===== config.mk =====
export PLATFORM = sky130hd
export DESIGN_NAME = line_rasterizer_unit
export DESIGN_NICKNAME = d
export VERILOG_FILES = /design/src/rtl/lru_pkg.sv /design/src/rtl/line_rasterizer_unit.sv /design/src/rtl/lru_datapath.sv /design/src/rtl/lru_ctrl.sv
export VERILOG_INCLUDE_DIRS = /design/src /design/src/rtl
export SDC_FILE = /design/constraint.sdc
export NUM_CORES = 1
export LEC_CHECK = 0
export BUFFER_PORTS_ARGS = -buffer_cell sky130_fd_sc_hd__buf_4
export CORE_ASPECT_RATIO = 0.6
export CORE_MARGIN = 2
export CORE_UTILIZATION = 50
export DETAILED_ROUTE_END_ITERATION = 7
export GPL_TIMING_DRIVEN = 0
export PLACE_DENSITY = 0.78
export RECOVER_POWER = 50
export SYNTH_ARGS = -nofsm -noshare
export SYNTH_HDL_FRONTEND = slang
export SYNTH_HIERARCHICAL = 1
export SYNTH_SLANG_ARGS = --single-unit

===== constraint.sdc =====
create_clock -name clk -period 10.25 [get_ports clk]
set_input_delay 1.5375 -clock clk [delete_from_list [all_inputs] [get_ports clk]]
set_output_delay 1.5375 -clock clk [all_outputs]
set_load 0.01 [all_outputs]

===== src/rtl/line_rasterizer_unit_defines.svh =====
// Assertion macros used by the line rasterizer controller.
`ifndef LINE_RASTERIZER_UNIT_DEFINES_SVH
`define LINE_RASTERIZER_UNIT_DEFINES_SVH

// Check a property on every clock edge outside reset.
`define LRU_ASSERT(label, prop, msg) \
	label: assert property (@(posedge clk) disable iff (!arst_n) (prop)) else $error(msg);

// Check that a condition implies another in the next cycle.
`define LRU_ASSERT_NEXT(label, ante, cons, msg) \
	label: assert property (@(posedge clk) disable iff (!arst_n) (ante) |=> (cons)) \
		else $error(msg);

`endif


===== src/rtl/lru_pkg.sv =====
// Shared constants and types of the line rasterizer.
`default_nettype none
package lru_pkg;

	localparam int COORD_BITS = 6;
	localparam int DELTA_BITS = COORD_BITS + 1;
	localparam int ERR_BITS   = COORD_BITS + 3;
	localparam int COLOR_BITS = 8;
	localparam int INDEX_BITS = 2;

	localparam logic [INDEX_BITS-1:0] REG_RED   = 2'd0;
	localparam logic [INDEX_BITS-1:0] REG_GREEN = 2'd1;
	localparam logic [INDEX_BITS-1:0] REG_BLUE  = 2'd2;

	localparam logic [1:0] STEP_ZERO = 2'b00;
	localparam logic [1:0] STEP_POS  = 2'b01;
	localparam logic [1:0] STEP_NEG  = 2'b11;

	typedef struct packed {
		logic load;
		logic emit;
	} cmd_t;

	typedef struct packed {
		logic at_end;
	} sts_t;

endpackage
`default_nettype wire


===== src/rtl/line_rasterizer_unit.sv =====
// Top level of the Bresenham line rasterizer.
// Usage:
//   Input channel (in_valid / in_stall) carries one segment: start_x, start_y,
//   end_x, end_y. A transfer happens when in_valid is high and in_stall low.
//   Output channel (out_valid / out_stall) carries one pixel per transfer with
//   its coordinates, the configured colour and last_pixel on the end point.
//   The user must write colour registers through cfg_we / cfg_index / cfg_data
//   (0 red, 1 green, 2 blue; other indexes ignored) only while idle; not enforced.
// Timing:
//   The segment is loaded at its transfer and the draw state then registers
//   pixels, one per cycle while the receiver takes them; the single error-term
//   update per cycle in the datapath sets this rate. A segment has N pixels
//   (N = max(|dx|,|dy|) + 1, at most 64). in_stall is high while a segment is
//   being drawn.
// Reset and stall:
//   Reset clears the colour registers to zero and returns the block to idle
//   with no pixel pending. While out_stall is high and a pixel is pending, that
//   pixel holds and drawing pauses.
`default_nettype none
module line_rasterizer_unit (
	input  wire logic                           clk,
	input  wire logic                           arst_n,
	input  wire logic                           in_valid,
	output logic                                in_stall,
	input  wire logic [lru_pkg::COORD_BITS-1:0] start_x,
	input  wire logic [lru_pkg::COORD_BITS-1:0] start_y,
	input  wire logic [lru_pkg::COORD_BITS-1:0] end_x,
	input  wire logic [lru_pkg::COORD_BITS-1:0] end_y,
	output logic                                out_valid,
	input  wire logic                           out_stall,
	output logic [lru_pkg::COORD_BITS-1:0]      pixel_x,
	output logic [lru_pkg::COORD_BITS-1:0]      pixel_y,
	output logic [lru_pkg::COLOR_BITS-1:0]      pixel_red,
	output logic [lru_pkg::COLOR_BITS-1:0]      pixel_green,
	output logic [lru_pkg::COLOR_BITS-1:0]      pixel_blue,
	output logic                                last_pixel,
	input  wire logic                           cfg_we,
	input  wire logic [lru_pkg::INDEX_BITS-1:0] cfg_index,
	input  wire logic [lru_pkg::COLOR_BITS-1:0] cfg_data
);

	lru_pkg::cmd_t cmd;
	lru_pkg::sts_t sts;

	lru_ctrl u_ctrl (
		.clk       (clk),
		.arst_n    (arst_n),
		.in_valid  (in_valid),
		.in_stall  (in_stall),
		.out_valid (out_valid),
		.out_stall (out_stall),
		.sts       (sts),
		.cmd       (cmd)
	);

	lru_datapath u_datapath (
		.clk         (clk),
		.arst_n      (arst_n),
		.cmd         (cmd),
		.sts         (sts),
		.start_x     (start_x),
		.start_y     (start_y),
		.end_x       (end_x),
		.end_y       (end_y),
		.cfg_we      (cfg_we),
		.cfg_index   (cfg_index),
		.cfg_data    (cfg_data),
		.pixel_x     (pixel_x),
		.pixel_y     (pixel_y),
		.pixel_red   (pixel_red),
		.pixel_green (pixel_green),
		.pixel_blue  (pixel_blue),
		.last_pixel  (last_pixel)
	);

endmodule
`default_nettype wire


===== src/rtl/lru_datapath.sv =====
// Datapath: endpoint capture, Bresenham error term, colour and output registers.
`default_nettype none
module lru_datapath (
	input  wire logic                                clk,
	input  wire logic                                arst_n,
	input  wire lru_pkg::cmd_t                       cmd,
	output lru_pkg::sts_t                            sts,
	input  wire logic [lru_pkg::COORD_BITS-1:0]      start_x,
	input  wire logic [lru_pkg::COORD_BITS-1:0]      start_y,
	input  wire logic [lru_pkg::COORD_BITS-1:0]      end_x,
	input  wire logic [lru_pkg::COORD_BITS-1:0]      end_y,
	input  wire logic                                cfg_we,
	input  wire logic [lru_pkg::INDEX_BITS-1:0]      cfg_index,
	input  wire logic [lru_pkg::COLOR_BITS-1:0]      cfg_data,
	output logic [lru_pkg::COORD_BITS-1:0]           pixel_x,
	output logic [lru_pkg::COORD_BITS-1:0]           pixel_y,
	output logic [lru_pkg::COLOR_BITS-1:0]           pixel_red,
	output logic [lru_pkg::COLOR_BITS-1:0]           pixel_green,
	output logic [lru_pkg::COLOR_BITS-1:0]           pixel_blue,
	output logic                                     last_pixel
);

	localparam int C = lru_pkg::COORD_BITS;
	localparam int D = lru_pkg::DELTA_BITS;
	localparam int E = lru_pkg::ERR_BITS;
	localparam int K = lru_pkg::COLOR_BITS;

	logic [K-1:0] red_q, green_q, blue_q;

	logic [C-1:0] cur_x_q, cur_y_q, tgt_x_q, tgt_y_q;
	logic signed [E-1:0] err_q;
	logic [D-1:0] tdx_q, tdy_q;
	logic [1:0] sx_q, sy_q;
	logic xmaj_q;

	logic [C-1:0] px_q, py_q;
	logic [K-1:0] pr_q, pg_q, pb_q;
	logic last_q;

	// set-up values from the incoming endpoints
	logic signed [C:0] dx_d, dy_d;
	logic [C-1:0] dx_mag, dy_mag;
	logic [D-1:0] tdx_d, tdy_d;
	logic [1:0] sx_d, sy_d;
	logic xmaj_d;
	logic signed [E-1:0] err_init;

	// per-pixel step values
	logic maj_pos, take_minor;
	logic [D-1:0] tmaj, tmin;
	logic signed [E-1:0] err_next;
	logic [C-1:0] cur_x_next, cur_y_next;

	always_comb begin
		dx_d   = $signed({1'b0, end_x}) - $signed({1'b0, start_x});
		dy_d   = $signed({1'b0, end_y}) - $signed({1'b0, start_y});
		dx_mag = dx_d[C] ? C'(-dx_d) : dx_d[C-1:0];
		dy_mag = dy_d[C] ? C'(-dy_d) : dy_d[C-1:0];
		tdx_d  = {dx_mag, 1'b0};
		tdy_d  = {dy_mag, 1'b0};
		sx_d   = (dx_d == '0) ? lru_pkg::STEP_ZERO : (dx_d[C] ? lru_pkg::STEP_NEG : lru_pkg::STEP_POS);
		sy_d   = (dy_d == '0) ? lru_pkg::STEP_ZERO : (dy_d[C] ? lru_pkg::STEP_NEG : lru_pkg::STEP_POS);
		xmaj_d = tdx_d >= tdy_d;
		if (xmaj_d) begin
			err_init = $signed(E'(tdy_d)) - $signed(E'(dx_mag));
		end else begin
			err_init = $signed(E'(tdx_d)) - $signed(E'(dy_mag));
		end
	end

	always_comb begin
		maj_pos    = xmaj_q ? (sx_q == lru_pkg::STEP_POS) : (sy_q == lru_pkg::STEP_POS);
		// symmetric tie-break: a zero error term steps only on a positive major step
		take_minor = (!err_q[E-1] && (err_q != '0)) || ((err_q == '0) && maj_pos);
		tmaj       = xmaj_q ? tdx_q : tdy_q;
		tmin       = xmaj_q ? tdy_q : tdx_q;
		err_next   = err_q - (take_minor ? $signed(E'(tmaj)) : $signed(E'(0)))
			+ $signed(E'(tmin));
		cur_x_next = cur_x_q;
		cur_y_next = cur_y_q;
		if (xmaj_q || take_minor) begin
			cur_x_next = cur_x_q + {{(C-1){sx_q[1]}}, sx_q[0]};
		end
		if (!xmaj_q || take_minor) begin
			cur_y_next = cur_y_q + {{(C-1){sy_q[1]}}, sy_q[0]};
		end
		sts.at_end = xmaj_q ? (cur_x_q == tgt_x_q) : (cur_y_q == tgt_y_q);
	end

	always_ff @(posedge clk or negedge arst_n) begin
		if (!arst_n) begin
			red_q   <= '0;
			green_q <= '0;
			blue_q  <= '0;
		end else if (cfg_we) begin
			case (cfg_index)
				lru_pkg::REG_RED:   red_q   <= cfg_data;
				lru_pkg::REG_GREEN: green_q <= cfg_data;
				lru_pkg::REG_BLUE:  blue_q  <= cfg_data;
				default: ;
			endcase
		end
	end

	always_ff @(posedge clk) begin
		if (cmd.load) begin
			cur_x_q <= start_x;
			cur_y_q <= start_y;
			tgt_x_q <= end_x;
			tgt_y_q <= end_y;
			tdx_q   <= tdx_d;
			tdy_q   <= tdy_d;
			sx_q    <= sx_d;
			sy_q    <= sy_d;
			xmaj_q  <= xmaj_d;
			err_q   <= err_init;
		end else if (cmd.emit) begin
			cur_x_q <= cur_x_next;
			cur_y_q <= cur_y_next;
			err_q   <= err_next;
		end
	end

	// output register: hold until the transfer completes
	always_ff @(posedge clk) begin
		if (cmd.emit) begin
			px_q   <= cur_x_q;
			py_q   <= cur_y_q;
			pr_q   <= red_q;
			pg_q   <= green_q;
			pb_q   <= blue_q;
			last_q <= sts.at_end;
		end
	end

	assign pixel_x     = px_q;
	assign pixel_y     = py_q;
	assign pixel_red   = pr_q;
	assign pixel_green = pg_q;
	assign pixel_blue  = pb_q;
	assign last_pixel  = last_q;

endmodule
`default_nettype wire


===== src/rtl/lru_ctrl.sv =====
// Controller: segment state machine and output valid flag.
`default_nettype none
`include "line_rasterizer_unit_defines.svh"
module lru_ctrl (
	input  wire logic          clk,
	input  wire logic          arst_n,
	input  wire logic          in_valid,
	output logic               in_stall,
	output logic               out_valid,
	input  wire logic          out_stall,
	input  wire lru_pkg::sts_t sts,
	output lru_pkg::cmd_t      cmd
);

	localparam logic ST_IDLE = 1'b0;
	localparam logic ST_DRAW = 1'b1;

	logic state_q, state_d;
	logic out_valid_q;
	logic out_free;

	assign out_free  = !out_valid_q || !out_stall;
	assign in_stall  = (state_q != ST_IDLE);
	assign out_valid = out_valid_q;

	always_comb begin
		state_d  = state_q;
		cmd.load = 1'b0;
		cmd.emit = 1'b0;
		case (state_q)
			ST_IDLE: begin
				if (in_valid) begin
					cmd.load = 1'b1;
					state_d  = ST_DRAW;
				end
			end
			ST_DRAW: begin
				if (out_free) begin
					cmd.emit = 1'b1;
					if (sts.at_end) begin
						state_d = ST_IDLE;
					end
				end
			end
			default: state_d = ST_IDLE;
		endcase
	end

	always_ff @(posedge clk or negedge arst_n) begin
		if (!arst_n) begin
			state_q     <= ST_IDLE;
			out_valid_q <= 1'b0;
		end else begin
			state_q <= state_d;
			if (cmd.emit) begin
				out_valid_q <= 1'b1;
			end else if (!out_stall) begin
				out_valid_q <= 1'b0;
			end
		end
	end

	`LRU_ASSERT(a_load_emit_excl, !(cmd.load && cmd.emit), "load and emit in one cycle")
	`LRU_ASSERT(a_emit_free, !cmd.emit || out_free, "pixel overwritten while stalled")
	`LRU_ASSERT_NEXT(a_accept_draw, in_valid && !in_stall, state_q == ST_DRAW,
		"accepted segment not drawn")
	`LRU_ASSERT_NEXT(a_end_idle, cmd.emit && sts.at_end, state_q == ST_IDLE && out_valid,
		"end point did not finish the segment")

endmodule
`default_nettype wire

After elaboration in Yosys (flattened, before gate mapping)

Cells that the tools add are included.

Add/sub/neg operators: 10
Order comparisons: 1
Equality and inequality tests: 7
Multiplexer cells: 27
Bitwise logic cells: 1
Reduce and logical (&&, ||, !) cells: 23

Operator list:

| operator                                            | count |
|---|---|
| two-way mux 6 bit                                   | 8 |
| two-way mux 9 bit                                   | 3 |
| two-way mux 7 bit                                   | 3 |
| subtractor 7 x 6 -> 8 bit                           | 2 |
| zero test 7 bit                                     | 2 |
| subtractor 6 x 6 -> 7 bit                           | 2 |
| adder 6 bit                                         | 2 |
| equality test 6 bit                                 | 2 |
| negation 6 bit                                      | 2 |
| two-way mux 1 bit                                   | 10 |
| AND reduction 2 bit                                 | 5 |
| adder 9 x 8 -> 9 bit                                | 1 |
| zero test 9 bit                                     | 1 |
| nonzero test 9 bit                                  | 1 |
| subtractor 9 bit                                    | 1 |
| >= comparator 7 bit                                 | 1 |
| equality test 2 x 1 -> 1 bit, second input constant | 3 |
| nonzero test 2 bit                                  | 3 |
| zero test 1 bit                                     | 4 |
| logical OR 1 bit                                    | 4 |
| two-way mux 2 bit                                   | 2 |
| equality test 2 bit, second input constant          | 1 |
| logical AND 1 bit                                   | 2 |
| zero test 2 bit                                     | 1 |
| other kinds (3)                                     | 3 |

Bits in registers: 113
Input port bits: 39
Output and inout bits: 39

Depth between registers and ports, before layout

Depth in word-level cells: 9
Mapped depth: 18
Mapped depth without buffers: 18

Modules after synthesis

The synthesis kept the hierarchy.

By module, submodules not included:

| module       | times used | cells each | area an instance (um2) |
|---|---|---|---|
| lru_datapath | 1          | 521        | 6364.9 |
| lru_ctrl     | 1          | 8          | 86.3 |

Worst setup path before layout

Ideal clock, no wire load.

Path type: input to register
From: input port end_y[0] (netlist name)
To: register u_datapath.err_q[1] (data pin)
Arrival time: 4.530 ns
Path slack: 5.450 ns
Cell stages on the path: 17
Path buffers: 1
Cell sequence: inv_1 -> ha_1 -> fa_1 -> nand2b_1 -> a21o_1 -> a21oi_2 -> inv_1 -> and2_1 -> xor2_1 -> inv_1 -> ha_1 -> nand2_1 -> o21ai_0 -> maj3_2 -> buf_6 -> mux2i_1 -> a21oi_1

Cells in the longest elaborated chain, start to end: 6
Elaborated cells on any way between the ends: 8

RTL lines:

| element                     | line                       | RTL |
|---|---|---|
| from (decl)                 | line_rasterizer_unit.sv:28 | `input wire logic [lru_pkg::COORD_BITS-1:0] end_y,` |
| subtractor 6 x 6 -> 7 bit * | lru_datapath.sv:56         | `dy_d = $signed({1'b0, end_y}) - $signed({1'b0, start_y});` |
| negation 6 bit              | lru_datapath.sv:58         | `dy_mag = dy_d[C] ? C'(-dy_d) : dy_d[C-1:0];` |
| two-way mux 6 bit *         | lru_datapath.sv:58         |  |
| net u_datapath.dy_mag[3]    | lru_datapath.sv:42         | `logic [C-1:0] dx_mag, dy_mag;` |
| >= comparator 7 bit *       | lru_datapath.sv:63         | `xmaj_d = tdx_d >= tdy_d;` |
| net u_datapath.xmaj_d       | lru_datapath.sv:45         | `logic xmaj_d;` |
| two-way mux 9 bit *         | lru_datapath.sv:64         | `if (xmaj_d) begin` |
| two-way mux 9 bit *         | lru_datapath.sv:106        | `if (cmd.load) begin` |
| to (signal assigned)        | lru_datapath.sv:116        | `err_q <= err_init;` |
| to (signal assigned)        | lru_datapath.sv:120        | `err_q <= err_next;` |
| to (decl)                   | lru_datapath.sv:31         | `logic signed [E-1:0] err_q;` |

Mark *: on every way through the listed nets, which the timed path passes. The rest lies on a longest branch.
A chain may end at the register's enable or synchronous reset.

Final worst setup path

Ends and elaborated chain as after synthesis.

==> impl_results.md <==
* Status: finished with violations
* Failing checks: max-capacitance violations, max-slew violations
* Via count at 4547
* # diodes at 0
* Die area at 13900 sq um
* Syn_nets at 624
* Setup TNS at 0 ns
* Crit Path Category: input port to flip-flop
* Clock Latency Late Sink at 0.40 ns
* Dpl cells at 776
* Internal power at 1.41 mW
* Vias per Instance at 5.63
* Hold Vio Cnt, Final at 0
* Global-route wire length before repair at 24600 microns
* Worst Path Required at 10.36 ns
* # nets final at 720
* Initial antenna violation count at 0
* WL per Instance at 19.4 microns
* Grt met2 use at 0.356
* CTS tree: done
* Vias in the first global route at 4638
* Synth Instances at 529
* Yosys Warn Count at 6
* Top-area cell type share of the netlist area at 0.405
* Synth Cell Area at 6450 sq um
* GRT Max-Usage Layer: met2
* Worst path cell trace: clkbuf_1, inv_1, ha_1, fa_1, nand2b_1, a21o_1, a21oi_2, nor2_1, a21oi_1, inv_1, ha_1, a21o_1, a21oi_1, o21ai_0, maj3_2, buf_6, mux2i_1, a21oi_1
* Largest net degree at the start of global routing at 41
* Pwr Density at 283 nW/um^2
* Routed wire length at 15700 microns
* DRT iter0 DRCs at 446
* Yosys reg bits at 113
* Most common cell in the netlist: edfxtp_1
* Final ANT Viol Nets at 0
* Psw at 0.778 mW
* Max clock buf depth at 2
* Clock-pin slew on the worst setup and hold paths at 0.06 ns
* Post-route setup slack at 4.77 ns
* Crit path time final at 5.48 ns
* Grt met3 use at 0.0438
* Met1 Use GR at 0.350
* Pre-CTS WS at 4.68 ns
* Synth Flop Type: edfxtp_1
* Clk sink count at 113
* Distinct cells, synth at 62
* Max cap viols at 1
* Lkg Pwr at 3.28 nW
* Total power at 2.19 mW
* CTS root buf: clkbuf_16
* Post-CTS sizing at 0
* Ports at 78
* Avg Inst Size Synth at 12.2 sq um
* Port bufs at 77
* RSZ-0062 raised after global routing: false
* Worst hold slack at 0.441 ns
* Number of synthesized flops with an enable pin at 87
* # DRC at 0
* Placement Rows at 32
* Clock skew at 0.00628 ns
* Layout Utilization at 0.609
* Slew HR at -0.0202
* Async set-reset flop share out of synthesis at 0.230
* Crit share post-route at 0.535
* VDD IR max at 0.123 mV
* FF+latch area at 3260 sq um
* Multi-input gate area at 2900 sq um
* Crit path max fanout at 10
* Area leader, netlist: edfxtp_1
* Final HPWL DP at 11600 microns
* Sequential area share after synthesis at 0.506
* Hold crit path type: flip-flop to flip-flop
* Htree depth at 4
* Die Wd at 151 microns
* Final setup fails at 0
* Sw frac at 0.355
* Drt pass-1 iters at 6
* CTS buffer count at 17
* Slew @ Worst Pin at 1.53 ns
* Layout cells sized above 1 at 0.213
* Area grow syn2layout at 20.2%
* Critical Path AT at 5.60 ns
* Worst-path cell with the longest stage delay: o21ai_0
* Design Area, Final at 7750 sq um
* Initial core utilization at 0.507
* Largest cells by area after synthesis: edfxtp_1, dfrtp_1, ha_1, mux2_2, fa_1
* GRT Total Usage at 0.238
* Finished Layout Cells at 808
* Routability cong. at 0.952
* Core area at 12700 sq um
* GR Overflow Total at 0
* Commonest cells in the synthesized netlist: edfxtp_1, inv_1, ha_1, xnor2_1
* Clock Power Share at 0.263
* Critical Path Most Common Cell: a21oi_1
* Max incr delay on CP at 0.51 ns
* Reg power frac at 0.321
* Layout fillers at 979
* Pins Over Slew Limit at 35
* CP endpoint kind: flip-flop
* Combinational fraction of design power at 0.416
* Height of the die at 92.0 microns
* Setup bufs post-CTS at 0
* CP Launch Type: input port
* Fmax at 182 MHz
* DP Area at 7250 sq um
* Hold_buf cts at 0
==> power groups by stage <==
stage                     registers, mW  logic, mW  clock network, mW
after floorplan                   0.705      0.651                  0
after global placement            0.703      0.850                  0
after detailed placement          0.709      0.891                  0
after CTS                         0.702      0.907              0.583
after global routing              0.714       1.00              0.604
final                             0.704      0.911              0.576
==> cell families after synthesis <==
group | share of synthesized area
AO/OA/AOI/OAI | 0.0999
XOR/XNOR | 0.0735
adder cells (fa/ha/maj) | 0.127
buffers and inverters | 0.0448
flip-flops | 0.506
multiplexers | 0.0718
AND/OR/NAND/NOR | 0.0772
==> state kept, by name (all words and copies together), names as in the netlist, 8 cells and up <==
register,flops
u_datapath/pixel_blue,8
u_datapath/err_q,9
u_datapath/red_q,8
u_datapath/green_q,8
u_datapath/blue_q,8
u_datapath/pixel_red,8
u_datapath/pixel_green,8
==> cell type report <==
| cell class | instances | area share |
|---|---|---|
| clock buffers | 18 | 0.0553 |
| inverters | 66 | 0.0320 |
| multi-input cells | 342 | 0.374 |
| repair buffers | 77 | 0.0644 |
| clock inverters | 14 | 0.0203 |
| plain buffers | 8 | 0.00533 |
| well taps | 170 | 0.0274 |
| flip-flops and latches | 113 | 0.421 |
==> critical path, delay by kind of cell <==
family | cells | cell delay, ns
adders and majority gates | 4 | 1.38
buffers and inverters | 4 | 0.50
AOI/OAI and AO/OA | 7 | 1.66
muxes | 1 | 0.21
and+or+nand+nor | 2 | 0.29
==> cell usage in the layout (no fill, tap or decap), types with 5 or more instances in the layout <==
| cell type | netlist | final |
|---|---|---|
| nand2b_1 | 9 | 9 |
| buf_4 | 1 | 54 |
| nor4_1 | 6 | 6 |
| inv_1 | 64 | 64 |
| xor2_1 | 17 | 17 |
| clkinv_4 | 0 | 5 |
| edfxtp_1 | 87 | 87 |
| o21ai_0 | 16 | 16 |
| mux2i_1 | 17 | 17 |
| mux2_2 | 26 | 25 |
| dfrtp_1 | 26 | 26 |
| xnor2_1 | 29 | 29 |
| nor2b_1 | 5 | 5 |
| nand3_1 | 6 | 6 |
| ha_1 | 43 | 43 |
| a21o_1 | 12 | 12 |
| a21oi_1 | 24 | 24 |
| nor2_1 | 26 | 26 |
| clkbuf_16 | 0 | 17 |
| nand2_1 | 24 | 24 |
| o211ai_1 | 7 | 7 |
| o21bai_1 | 6 | 6 |
| clkbuf_1 | 6 | 28 |
| fa_1 | 13 | 13 |
==> metal layers <==
| metal | vias up | share of wire |
|---|---|---|
| li1 | 2082 | - |
| met1 | 2245 | 0.45 |
| met2 | 198 | 0.45 |
| met3 | 22 | 0.079 |
| met4 | 0 | 0.016 |
| met5 | - | 0 |
==> worst paths after layout <==
path	from	to	slack, ns	cells after the start
max in group asynchronous	arst_n	u_datapath/green_q[1]	7.94	1
worst min-delay path	u_datapath/blue_q[1]	u_datapath/pixel_blue[1]	0.44	0
worst max-delay path	end_y[0]	u_datapath/err_q[1]	4.77	18
worst max register to register	u_datapath/xmaj_q	u_datapath/err_q[6]	5.90	14
min in group asynchronous	arst_n	u_datapath/red_q[2]	1.46	1
worst min register to register	u_datapath/blue_q[1]	u_datapath/pixel_blue[1]	0.44	0
(Power assumes the default switching activity.)
